**config.mk**
```make
export PLATFORM = sky130hd
export DESIGN_NAME = sync_frame_checksum_parser_core
export DESIGN_NICKNAME = d
export VERILOG_FILES = /design/src/rtl/core/sfcp_pkg.sv /design/src/rtl/core/sfcp_parser.sv /design/src/rtl/core/sfcp_out_fifo.sv /design/src/rtl/core/sync_frame_checksum_parser_core.sv
export SDC_FILE = /design/constraint.sdc
export NUM_CORES = 1
export LEC_CHECK = 0
export ABC_AREA = 0
export BUFFER_PORTS_ARGS = -buffer_cell sky130_fd_sc_hd__buf_4
export CORE_MARGIN = 5
export CORE_UTILIZATION = 45
export CTS_CLUSTER_DIAMETER = 100
export DETAILED_ROUTE_END_ITERATION = 8
export GPL_ROUTABILITY_DRIVEN = 0
export PLACE_DENSITY_LB_ADDON = 0.3
export SETUP_SLACK_MARGIN = 0.15
export SYNTH_ARGS = -nofsm -noshare
export SYNTH_HDL_FRONTEND = slang
export SYNTH_SLANG_ARGS = --single-unit
```
**constraint.sdc**
```tcl
create_clock -name i_clk -period 4.6 [get_ports i_clk]
set_clock_uncertainty 0.05 [all_clocks]
set_input_delay 0.46 -clock i_clk [delete_from_list [all_inputs] [get_ports i_clk]]
set_output_delay 0.46 -clock i_clk [all_outputs]
set_load 0.02 [all_outputs]
```
**src/rtl/core/sfcp_pkg.sv**
```systemverilog
package sfcp_pkg;

    localparam logic [7:0] SYNC_RESET  = 8'hAA;
    localparam logic [7:0] MODE_ACK    = 8'hA1;
    localparam logic [7:0] MODE_ERR    = 8'hE1;
    localparam logic [7:0] CODE_VALID  = 8'h01;
    localparam logic [7:0] CODE_FULL   = 8'h02;
    localparam logic [7:0] CODE_BADSUM = 8'h04;

    // frame position: hunting, three angle slots, then the checksum byte
    localparam logic [2:0] POS_HUNT   = 3'd0;
    localparam logic [2:0] POS_ANGLE0 = 3'd1;
    localparam logic [2:0] POS_CHECK  = 3'd4;

    localparam int unsigned NUM_ANGLES = 3;
    localparam int unsigned FIFO_DEPTH = 4;
    localparam int unsigned FIFO_AW    = $clog2(FIFO_DEPTH);
    localparam int unsigned FIFO_CW    = $clog2(FIFO_DEPTH + 1);

    typedef struct packed {
        logic [7:0]        mode;
        logic [7:0]        code;
        logic [7:0]        check;
        logic              cmd_valid;
        logic signed [7:0] angle_first;
        logic signed [7:0] angle_second;
        logic signed [7:0] angle_third;
        logic              last;
    } t_result;

    // up to two results produced by one received byte
    typedef struct packed {
        logic [1:0] num;
        t_result    r0;
        t_result    r1;
    } t_push;

endpackage

```
**src/rtl/core/sfcp_parser.sv**
```systemverilog
module sfcp_parser (
    input  logic          i_clk,
    input  logic          i_rst_n,
    input  logic          i_in_valid,
    input  logic [7:0]    i_rx_byte,
    input  logic          i_sink_full,
    output logic          o_in_stall,
    input  logic [7:0]    i_sync_byte,
    input  logic          i_room,
    output sfcp_pkg::t_push o_push
);
    import sfcp_pkg::*;

    logic       r_vld;
    logic [7:0] r_byte;
    logic       r_full;
    logic [2:0] r_pos, n_pos;
    logic [7:0] r_sum, n_sum;
    logic [7:0] r_ang [NUM_ANGLES];
    logic [7:0] n_ang [NUM_ANGLES];

    logic consume;
    logic is_sync;

    assign consume    = r_vld & i_room;
    assign o_in_stall = r_vld & ~i_room;
    assign is_sync    = (r_byte == i_sync_byte);

    function automatic t_result make_result(input logic [7:0] mode, input logic [7:0] code,
                                            input logic cmd, input logic last,
                                            input logic [7:0] sync,
                                            input logic [7:0] a0, input logic [7:0] a1,
                                            input logic [7:0] a2);
        t_result r;
        r.mode         = mode;
        r.code         = code;
        r.check        = sync + mode + code;
        r.cmd_valid    = cmd;
        r.angle_first  = cmd ? $signed(a0) : 8'sd0;
        r.angle_second = cmd ? $signed(a1) : 8'sd0;
        r.angle_third  = cmd ? $signed(a2) : 8'sd0;
        r.last         = last;
        return r;
    endfunction

    always_comb begin
        n_pos  = r_pos;
        n_sum  = r_sum;
        n_ang  = r_ang;
        o_push = '0;
        if (consume) begin
            if (r_pos == POS_HUNT || r_pos > POS_CHECK) begin
                if (is_sync) begin
                    n_sum = r_byte;
                    n_pos = POS_ANGLE0;
                end else begin
                    n_pos = POS_HUNT;
                end
            end else if (is_sync) begin
                // resync in mid-frame
                n_sum = r_byte;
                n_pos = POS_ANGLE0;
            end else if (r_pos < POS_CHECK) begin
                n_ang[r_pos[1:0] - 2'd1] = r_byte;
                n_sum = r_sum + r_byte;
                n_pos = r_pos + 3'd1;
            end else begin
                n_pos = POS_HUNT;
                if (r_byte != r_sum) begin
                    o_push.num = 2'd1;
                    o_push.r0  = make_result(MODE_ERR, CODE_BADSUM, 1'b0, 1'b1, i_sync_byte,
                                             r_ang[0], r_ang[1], r_ang[2]);
                end else if (r_full) begin
                    o_push.num = 2'd2;
                    o_push.r0  = make_result(MODE_ACK, CODE_VALID, 1'b0, 1'b0, i_sync_byte,
                                             r_ang[0], r_ang[1], r_ang[2]);
                    o_push.r1  = make_result(MODE_ERR, CODE_FULL, 1'b0, 1'b1, i_sync_byte,
                                             r_ang[0], r_ang[1], r_ang[2]);
                end else begin
                    o_push.num = 2'd1;
                    o_push.r0  = make_result(MODE_ACK, CODE_VALID, 1'b1, 1'b1, i_sync_byte,
                                             r_ang[0], r_ang[1], r_ang[2]);
                end
            end
        end
    end

    always_ff @(posedge i_clk) begin
        if (!i_rst_n) begin
            r_vld <= 1'b0;
            r_pos <= POS_HUNT;
            r_sum <= '0;
        end else begin
            if (!o_in_stall) begin
                r_vld <= i_in_valid;
            end
            r_pos <= n_pos;
            r_sum <= n_sum;
        end
    end

    always_ff @(posedge i_clk) begin
        if (i_in_valid && !o_in_stall) begin
            r_byte <= i_rx_byte;
            r_full <= i_sink_full;
        end
        r_ang <= n_ang;
    end

`ifndef SYNTHESIS
    a_pos_range: assert property (@(posedge i_clk) disable iff (!i_rst_n)
        r_pos <= POS_CHECK)
        else $error("frame position out of range");

    a_single_last: assert property (@(posedge i_clk) disable iff (!i_rst_n)
        o_push.num == 2'd1 |-> o_push.r0.last)
        else $error("single result without last");

    a_pair_order: assert property (@(posedge i_clk) disable iff (!i_rst_n)
        o_push.num == 2'd2 |-> (!o_push.r0.last && o_push.r1.last
                                && o_push.r1.code == CODE_FULL))
        else $error("bad result pair");

    a_cmd_ack: assert property (@(posedge i_clk) disable iff (!i_rst_n)
        (o_push.num != 2'd0 && o_push.r0.cmd_valid) |-> o_push.r0.mode == MODE_ACK)
        else $error("command carried by a non-ack status");
`endif

endmodule

```
**src/rtl/core/sfcp_out_fifo.sv**
```systemverilog
module sfcp_out_fifo (
    input  logic              i_clk,
    input  logic              i_rst_n,
    input  sfcp_pkg::t_push   i_push,
    output logic              o_room,
    output logic              o_out_valid,
    input  logic              i_out_stall,
    output sfcp_pkg::t_result o_head
);
    import sfcp_pkg::*;

    t_result              mem [FIFO_DEPTH];
    logic [FIFO_AW-1:0]   r_wp, r_rp;
    logic [FIFO_CW-1:0]   r_cnt;
    logic                 pop;

    assign o_out_valid = (r_cnt != '0);
    assign pop         = o_out_valid & ~i_out_stall;
    // room for a full pair of results
    assign o_room      = (r_cnt <= FIFO_CW'(FIFO_DEPTH - 2));
    assign o_head      = mem[r_rp];

    always_ff @(posedge i_clk) begin
        if (!i_rst_n) begin
            r_wp  <= '0;
            r_rp  <= '0;
            r_cnt <= '0;
        end else begin
            r_wp  <= r_wp + FIFO_AW'(i_push.num);
            r_rp  <= r_rp + FIFO_AW'(pop);
            r_cnt <= r_cnt + FIFO_CW'(i_push.num) - FIFO_CW'(pop);
        end
    end

    always_ff @(posedge i_clk) begin
        if (i_push.num != 2'd0) begin
            mem[r_wp] <= i_push.r0;
        end
        if (i_push.num == 2'd2) begin
            mem[r_wp + FIFO_AW'(1)] <= i_push.r1;
        end
    end

`ifndef SYNTHESIS
    a_no_overflow: assert property (@(posedge i_clk) disable iff (!i_rst_n)
        r_cnt <= FIFO_CW'(FIFO_DEPTH))
        else $error("result queue overflow");

    a_push_room: assert property (@(posedge i_clk) disable iff (!i_rst_n)
        i_push.num != 2'd0 |-> o_room)
        else $error("push without room");

    a_pop_count: assert property (@(posedge i_clk) disable iff (!i_rst_n)
        (pop && i_push.num == 2'd0) |=> r_cnt == $past(r_cnt) - FIFO_CW'(1))
        else $error("count did not follow a pop");
`endif

endmodule

```
**src/rtl/core/sync_frame_checksum_parser_core.sv**
```systemverilog
// latency: an accepted byte is registered in the parser, then its results are written into the result queue
// throughput: one byte per cycle unless the input stalls; a full-sink frame pushes two results together
// input stalls only while the four-entry result queue holds more than two results
// reset: synchronous, active low; clears frame position, running sum and queue
// reset also loads the sync byte register with 0xaa
module sync_frame_checksum_parser_core (
    input  logic              i_clk,
    input  logic              i_rst_n,
    input  logic              i_cfg_we,
    input  logic [7:0]        i_cfg_data,
    input  logic              i_in_valid,
    output logic              o_in_stall,
    input  logic [7:0]        i_rx_byte,
    input  logic              i_sink_full,
    output logic              o_out_valid,
    input  logic              i_out_stall,
    output logic [7:0]        o_status_mode,
    output logic [7:0]        o_status_code,
    output logic [7:0]        o_status_check,
    output logic              o_cmd_valid,
    output logic signed [7:0] o_angle_first,
    output logic signed [7:0] o_angle_second,
    output logic signed [7:0] o_angle_third,
    output logic              o_last
);
    import sfcp_pkg::*;

    logic [7:0] r_sync;
    logic       room;
    t_push      push;
    t_result    head;

    always_ff @(posedge i_clk) begin
        if (!i_rst_n) begin
            r_sync <= SYNC_RESET;
        end else if (i_cfg_we) begin
            r_sync <= i_cfg_data;
        end
    end

    sfcp_parser u_parser (
        .i_clk       (i_clk),
        .i_rst_n     (i_rst_n),
        .i_in_valid  (i_in_valid),
        .i_rx_byte   (i_rx_byte),
        .i_sink_full (i_sink_full),
        .o_in_stall  (o_in_stall),
        .i_sync_byte (r_sync),
        .i_room      (room),
        .o_push      (push)
    );

    sfcp_out_fifo u_out_fifo (
        .i_clk       (i_clk),
        .i_rst_n     (i_rst_n),
        .i_push      (push),
        .o_room      (room),
        .o_out_valid (o_out_valid),
        .i_out_stall (i_out_stall),
        .o_head      (head)
    );

    assign o_status_mode  = head.mode;
    assign o_status_code  = head.code;
    assign o_status_check = head.check;
    assign o_cmd_valid    = head.cmd_valid;
    assign o_angle_first  = head.angle_first;
    assign o_angle_second = head.angle_second;
    assign o_angle_third  = head.angle_third;
    assign o_last         = head.last;

endmodule
```
==> results of run 1 <==
Yosys cell counts (3+ instances only):
library cell  instances
dfxtp_1             135
a22o_1              104
edfxtp_1             81
nand2_1              50
mux4_2               39
inv_1                34
o21ai_0              30
xnor2_1              26
nor2_1               25
ha_1                 20
a21oi_1              19
clkbuf_1             19
nand3_1              14
mux2i_1              13
o22ai_1              13
buf_4                12
nor2b_1              12
and2_1               11
buf_6                11
buf_2                10
xor2_1                9
or3_1                 8
buf_1                 7
nor3_1                7
nand3b_1              5
a211oi_1              4
a21o_1                4
a31oi_1               4
nand2b_1              4
nand4_1               4
nor3b_1               4
nor4_4                4
o211a_1               4
o21a_1                4
a21boi_0              3
and3_1                3
and4_1                3
o211ai_1              3
path summary, 6_finish.rpt:
path | start | endpoint | slack, ns
worst max register to register | u_parser.r_byte[5] | u_out_fifo.r_cnt[2] | 0.91
worst max-delay path | u_parser.r_byte[5] | u_out_fifo.r_cnt[2] | 0.91
worst min-delay path | i_rx_byte[0] | u_parser.r_byte[0] | 0.07
worst min register to register | u_out_fifo.mem[2][25] | u_out_fifo.mem[2][25] | 0.40
worst max-delay path, delay by kind of cell (launching register included):
family / cells / cell delay, ns
buf+inv: 1 / 0.10
flops: 1 / 0.50
fa+ha+maj: 3 / 1.10
xor+xnor: 2 / 0.28
simple gates: 5 / 1.54
power by group through the flow:
stage	logic [mW]	registers (mW)	clock network [mW]
2_1_floorplan	0.466	2.08	0
3_3_place_gp	0.549	2.16	0
6_report	0.546	2.12	2.08
5_1_grt	0.599	2.13	2.20
3_5_place_dp	0.547	2.16	0
4_1_cts	0.551	2.12	2.11
kinds of logic after synthesis:
logic type | count (synthesis) | share of synthesized area
adder cells (fa/ha/maj) | 22 | 0.02980
buffers and inverters | 95 | 0.05113
XOR/XNOR | 35 | 0.03148
AO/OA/AOI/OAI | 208 | 0.1625
other | 1 | 0.0003850
multiplexers | 53 | 0.1047
AND/OR/NAND/NOR | 163 | 0.09276
flip-flops | 216 | 0.5272
final cells by class:
type	instances	area, um2	area share
Clock buffer	32	701.9	0.06229
Clock inverter	10	173.9	0.01543
Inverter	35	131.4	0.01166
Multi-Input combinational cell	490	4141	0.3675
Sequential cell	216	5137	0.4559
Tap cell	275	344.1	0.03054
Timing Repair Buffer	85	638.1	0.05663
per-layer routing:
layer	global-route usage	share of wire
met4	0.05858	0.028
met1	0.2764	0.45
met5	0	0
met2	0.3001	0.45
met3	0.03684	0.069
metrics by stage:
stage	setup slack [ns]	hold slack (ns)
after floorplan	1.241	0.3693
after global placement	1.009	0.3848
after detailed placement	0.9476	0.3890
after CTS	0.9376	0.05386
after global routing	0.7105	0.04816
final	0.9149	0.06873
layout by cell type (no fill, tap or decap), types with 8 or more instances in the layout:
master	n
a22o_1	104
nand3_1	14
ha_1	20
buf_4	85
edfxtp_1	81
inv_1	34
and2_1	11
nor2b_1	12
xor2_1	9
nand2_1	50
conb_1	9
mux4_2	39
dfxtp_1	133
o21ai_0	30
nor2_1	25
or3_1	8
o22ai_1	13
xnor2_1	26
mux2i_1	13
a21oi_1	19
clkbuf_16	25
flip-flops by register name, summed over array words and instances, names as in the netlist:
name,count
u_parser.r_byte,8
u_out_fifo.mem,156
u_parser.r_vld,1
u_out_fifo.r_rp,2
u_out_fifo.r_wp,2
u_parser.r_pos,3
u_parser.r_ang,24
u_out_fifo.r_cnt,3
u_parser.r_full,1
u_parser.r_sum,8
r_sync,8
==> results.cfg, run 1 <==
[floorplan]
fp.dieH_um = 157.1
start_util = 0.4604
io_pins = 74
rows = 53
die_area_mm2 = 0.02469
core_area_mm2 = 0.02115
fp.dieW_um = 157.1

[synthesis]
syn_area_per_cell_um2 = 12.28
synth-seq-cells = 216
yosys.area.top_type = dfxtp_1
syn_area_mm2 = 0.009739
synth-main-ff-cell = dfxtp_1
synthCells = 793
yosysWarnings = 0
yosysTopAreaCellShare = 0.2775
ys_types = 63
postSynth.asyncResetShare = 0
synthTopCellsByArea = dfxtp_1 28%, edfxtp_1 25%, a22o_1 9.4%
seq_area_frac_synth = 0.5272
synth-edff-count = 81

[cells_and_area]
drive_above_1_share = 0.2108
fill_cells = 1802
final_util = 0.5327
fin_nets = 895
stdcell_count = 1143
fin_area_mm2 = 0.01127
diodes = 0
area_growth_pct = 15.70

[setup_path]
r2r_cells = 11
cpMostUsedCell = ha_1
end_kind = flop
cp_max_fo = 8
crit_chain = ha_1 -> or4_4 -> nor3_4 -> nand2_2 -> nor2_2 -> inv_2 -> ha_1 -> fa_1 -> xor2_1 -> xnor2_1 -> and2_1
crit_slowest_cell = or4_4
cp.required_ns = 4.96
critical_path_class = reg -> reg
worstPathArrival_ns = 4.05
cp-start-kind = flop
crit_path_max_incr_delay_ns = 0.58

[routing]
drt_first_pass_iters = 5
routedWlPerCell_um = 20.85
drt_iter0_drc = 537
finalWirelength_um = 23830
drcViolationCount = 0
viasPerCell = 5.828
ant_nets = 0
dr_total_vias = 6661

[timing]
setup_violations = 0
min_period_ns = 3.685
rsz0062_at_grt = no
hold_violations = 0
maxSlewHeadroom = 0.2171
finalCritPeriodShare = 0.8011
fmax_ghz = 0.2714
tightest_slew_ns = 1.174
slew_violations = 0
tns_ns = 0

[placement]
dp_hpwl_um = 15700
dp.cells = 1101
place_area_mm2 = 0.01039
portBuffers = 64

[grt]
grt_usage = 0.1930
grt_max_degree = 29
overflow = 0
grt_pass1_wl_um = 37850
antenna_found_initial = 0
first_global_vias = 6630

[clocking]
tritoncts = built
clk_pin_slew_ns = 0.06
clk_latency_ns = 0.52
clk_path_buf_depth = 3
cts_num_sinks = 216
post_cts_resized = 0
numCtsBuffers = 23
htreeDepth = 1
cts_root_buffer = clkbuf_16
ctsHoldBuffers = 0
post_cts_buffers = 0

[power]
p_int_mw = 3.581
power.switching_mw = 1.165
pwr-share-clk = 0.438
p_sw_frac = 0.2455
leakage_nw = 4.435
peakVddDrop_uv = 227.1
cellPowerDensity_mw_per_mm2 = 421.2
combinationalPowerShare = 0.115
seq_power_share = 0.447
total_power_mw = 4.746

[hold_path]
worstHoldPathCells = 1
hold_class = in -> reg

[run_status]
run_status = complete, no violations

[run]
max-cap-violations = 0
No activity file was read; power rests on OpenSTA's default activity.
==> inputs of run 2 (changes only) <==
- clock period: 4.6 -> 3.7 ns (I/O delays scaled with it)
==> results.cfg, run 2 (synthesis results as in run 1) <==
[cells_and_area]
regMostFlops = u_out_fifo.mem
area_growth_pct = 16.21
drive_above_1_share = 0.2128
final_util = 0.5350
largest_reg_flops = 156
fin_nets = 914
fin_area_mm2 = 0.01132
layout_common_cells = 133 x dfxtp_1, 104 x a22o_1, 93 x buf_4
reg.largest.list = u_out_fifo.mem x156, u_parser.r_ang x24
diodes = 0
final_common_cell = dfxtp_1

[timing]
finalCritPeriodShare = 0.8971
slew_violations = 0
fmax_ghz = 0.3013
whs_ns = 0.01878
maxSlewHeadroom = 0.3827
min_period_ns = 3.319
setup_violations = 0
rsz0062_at_grt = no
tightest_slew_ns = 0.9260
hold_violations = 0
tns_ns = 0

[power]
leakage_nw = 4.477
cellPowerDensity_mw_per_mm2 = 493.0
peakVddDrop_uv = 319.5
total_power_mw = 5.580

[routing]
dr_total_vias = 6681
drt_iter0_drc = 446
viasPerCell = 5.745
finalWirelength_um = 23610
drt_first_pass_iters = 5
routedWlPerCell_um = 20.30
ant_nets = 0
drcViolationCount = 0

[setup_path]
r2r_cells = 14
cp-startpoint = u_parser.r_byte[5]
cp-start-kind = flop
crit_slowest_cell = or4_4
crit_chain = ha_1 -> or4_4 -> nor3_4 -> and2_1 -> nor2_1 -> inv_1 -> ha_1 -> inv_1 -> ha_1 -> inv_1 -> fa_1 -> xor2_1 -> xnor2_1 -> and2_1
worstPathArrival_ns = 3.68
crit-reg2reg-launch = u_parser.r_byte[5]
crit_end = u_out_fifo.r_cnt[2]
critical_path_class = reg -> reg
reg2reg_slack_ns = 0.38
cp.required_ns = 4.06
crit_path_max_incr_delay_ns = 0.59
end_kind = flop
regToRegEndpoint = u_out_fifo.r_cnt[2]
cp_max_fo = 5

[hold_path]
min_from = i_cfg_data[1]
worstHoldPathCells = 3
hold_class = in -> reg

[clocking]
clk_path_buf_depth = 3
clk_pin_slew_ns = 0.06
post_cts_buffers = 0
tritoncts = built
htreeDepth = 1
cts_num_sinks = 216
post_cts_resized = 0
clk_latency_ns = 0.52
cts_root_buffer = clkbuf_16
numCtsBuffers = 24

[placement]
dp_hpwl_um = 15450
portBuffers = 64
place_area_mm2 = 0.01047

[run]
max-cap-violations = 0

[grt]
grt_usage = 0.1936
overflow = 0
grt_pass1_wl_um = 38040
grt_max_degree = 29
first_global_vias = 6843
antenna_found_initial = 0

[floorplan]
io_pins = 74
core_area_mm2 = 0.02115
fp.dieW_um = 157.1
fp.dieH_um = 157.1
die_area_mm2 = 0.02469
start_util = 0.4604
rows = 53

[run_status]
run_status = complete, no violations
## run 2: layout make-up
cell class / count / area [um2]
fillers: 1814 / 9836
flip-flops and latches: 216 / 5137
multi-input cells: 490 / 4136
repair buffers: 103 / 808.3
clock buffers: 35 / 701.9
well taps: 275 / 344.1
inverters: 35 / 131.4
clock inverters: 9 / 58.81
## run 2: critical path: cells and delay by family, from the launching register on
family,cells,cell delay (ns)
buffers and inverters,3,0.19
flip-flops,1,0.38
AND/OR/NAND/NOR,5,1.24
XOR/XNOR,2,0.28
adder cells (fa/ha/maj),4,1.07
## run 2: through the flow
step / instances / worst slack, ns
detailed placement: 1110 / 0.4041
CTS: 1163 / 0.3788
finish: 1163 / 0.3807
global placement: 1110 / 0.4845
global route: 1163 / 0.1984
floorplan: 801 / 0.3410
## run 2: timing repair
item	4_1_cts	5_1_grt
endpoints found under the hold margin	9	0
hold buffers	9	0
setup endpoints to repair	0	0
## run 2: how the worst min path moves through the flow
stage                       endpoint
5_1_grt                    r_sync[1]
3_5_place_dp   u_out_fifo.mem[3][25]
3_3_place_gp   u_out_fifo.mem[1][36]
2_1_floorplan  u_out_fifo.mem[1][36]
6_report                   r_sync[1]
4_1_cts                    r_sync[1]
## run 2: routing by layer
layer | vias up | share of wire | GRT usage
met5 | - | 0 | 0
met4 | 0 | 0.023 | 0.05285
met3 | 37 | 0.067 | 0.03272
met2 | 226 | 0.47 | 0.3181
met1 | 3284 | 0.44 | 0.2677
li1 | 3134 | - | -
## run 2: power breakdown
part           internal, mW  total (mW)  switching (mW)
registers              2.51        2.63           0.119
logic                 0.351       0.712           0.362
clock network          1.32        2.24           0.924
total                  4.17        5.58            1.41
==> inputs of run 3 (changes only) <==
- clock period: 3.7 -> 4.1 ns (I/O delays scaled with it)
==> results.cfg, run 3 (synthesis results as in run 1) <==
[clocking]
clk_latency_ns = 0.52
htreeDepth = 1
cts_root_buffer = clkbuf_16
post_cts_buffers = 0
numCtsBuffers = 24
ctsHoldBuffers = 7
post_cts_resized = 0
tritoncts = built
cts_num_sinks = 216
clk_path_buf_depth = 3
clk_pin_slew_ns = 0.06

[routing]
finalWirelength_um = 23800
drt_iter0_drc = 516
drcViolationCount = 0
viasPerCell = 5.829
dr_total_vias = 6744
routedWlPerCell_um = 20.57
ant_nets = 0
drt_first_pass_iters = 5

[timing]
setup_ws_ns = 0.4441
slew_violations = 0
setup_violations = 0
tns_ns = 0
hold_violations = 0
fmax_ghz = 0.2735
maxSlewHeadroom = 0.3444
rsz0062_at_grt = no
finalCritPeriodShare = 0.8917
tightest_slew_ns = 0.9815
min_period_ns = 3.656

[power]
total_power_mw = 5.050
cellPowerDensity_mw_per_mm2 = 448.3
leakage_nw = 4.433
peakVddDrop_uv = 371.3

[cells_and_area]
final_util = 0.5326
fill_cells = 1804
layout_common_cells = 133 x dfxtp_1, 104 x a22o_1, 90 x buf_4
stdcell_count = 1157
reg.largest.list = u_out_fifo.mem x156, u_parser.r_ang x24
drive_above_1_share = 0.2086
diodes = 0
largest_reg_flops = 156
final_common_cell = dfxtp_1
fin_nets = 908
area_growth_pct = 15.67
regMostFlops = u_out_fifo.mem

[grt]
overflow = 0
grt_usage = 0.1934
first_global_vias = 6589
grt_max_degree = 31
antenna_found_initial = 0
grt_pass1_wl_um = 37650

[setup_path]
end_kind = flop
crit_end = u_out_fifo.r_cnt[2]
worstPathArrival_ns = 4.01
regToRegEndpoint = u_out_fifo.r_cnt[2]
r2r_cells = 11
cp.required_ns = 4.45
critical_path_class = reg -> reg
reg2reg_slack_ns = 0.44
crit-reg2reg-launch = u_parser.r_byte[5]
cp-startpoint = u_parser.r_byte[5]
cp-start-kind = flop
cp_max_fo = 8

[floorplan]
io_pins = 74
rows = 53
start_util = 0.4604
core_area_mm2 = 0.02115
fp.dieW_um = 157.1
fp.dieH_um = 157.1
die_area_mm2 = 0.02469

[placement]
dp_slack_ns = 0.4634
portBuffers = 64
dp_hpwl_um = 15960
dp.cells = 1106

[run_status]
run_status = complete, no violations

[run]
max-cap-violations = 0

[hold_path]
hold_class = in -> reg
==> run 3: changes by cell type in the layout (fill, tap and decap cells not counted) <==
cell / change
buf_12: -1
o21ai_4: +1
clkinv_1: +1
inv_8: +1
clkinv_2: -2
clkinvlp_4: +3
buf_4: -3
bufinv_16: +1
clkbuf_8: -4
dlygate4sd3_1: -2
o21ai_2: -1
==> run 3: metrics by stage <==
stage / hold slack [ns] / cell area (um2)
6_report: 0.04050 / 11270
5_1_grt: 0.01305 / 11270
4_1_cts: 0.01653 / 11270
3_5_place_dp: 0.3893 / 10430
3_3_place_gp: 0.3822 / 10430
2_1_floorplan: 0.3693 / 9769
==> run 3: how the worst min path moves through the flow <==
stage	start	endpoint	slack, ns	cells after the start
2_1_floorplan	u_out_fifo.mem[1][36]	u_out_fifo.mem[1][36]	0.37	2
3_3_place_gp	u_out_fifo.mem[0][25]	u_out_fifo.mem[0][25]	0.38	1
3_5_place_dp	u_out_fifo.mem[2][25]	u_out_fifo.mem[2][25]	0.39	1
4_1_cts	i_rx_byte[4]	u_parser.r_byte[4]	0.02	1
5_1_grt	i_rx_byte[4]	u_parser.r_byte[4]	0.01	1
6_report	i_rx_byte[4]	u_parser.r_byte[4]	0.04	1
==> run 3: metal layers <==
layer | vias to the layer above | routed length (um) | global-route usage
met3 | 36 | 1818 | 0.03629
met1 | 3308 | 10610 | 0.2786
met5 | - | 0 | 0
met4 | 0 | 435 | 0.04916
li1 | 3130 | - | -
met2 | 270 | 10930 | 0.3040
==> run 3: layout make-up <==
type                       instances  area, um2  area share
timing repair buffer              97      745.7     0.06619
sequential                       216       5137      0.4560
inverter                          35      131.4     0.01166
clock inverter                    13      116.4     0.01033
tap                              275      344.1     0.03054
multi-input combinational        490       4144      0.3678
clock buffer                      31      646.9     0.05742
==> run 3: critical path, cell delays in order (launching register included) <==
cell and delay (ns):
edfxtp_1 0.49, ha_1 0.37, or4_4 0.59, nor3_4 0.36, nand2_2 0.18, nor2_2 0.27
inv_2 0.08, ha_1 0.30, fa_1 0.43, xor2_1 0.16, xnor2_1 0.12, and2_1 0.14
==> run 3: where the power goes <==
| part | internal (mW) | total (mW) | switching [mW] |
|---|---|---|---|
| logic | 0.303 | 0.613 | 0.310 |
| registers | 2.26 | 2.39 | 0.128 |
| clock network | 1.19 | 2.05 | 0.859 |
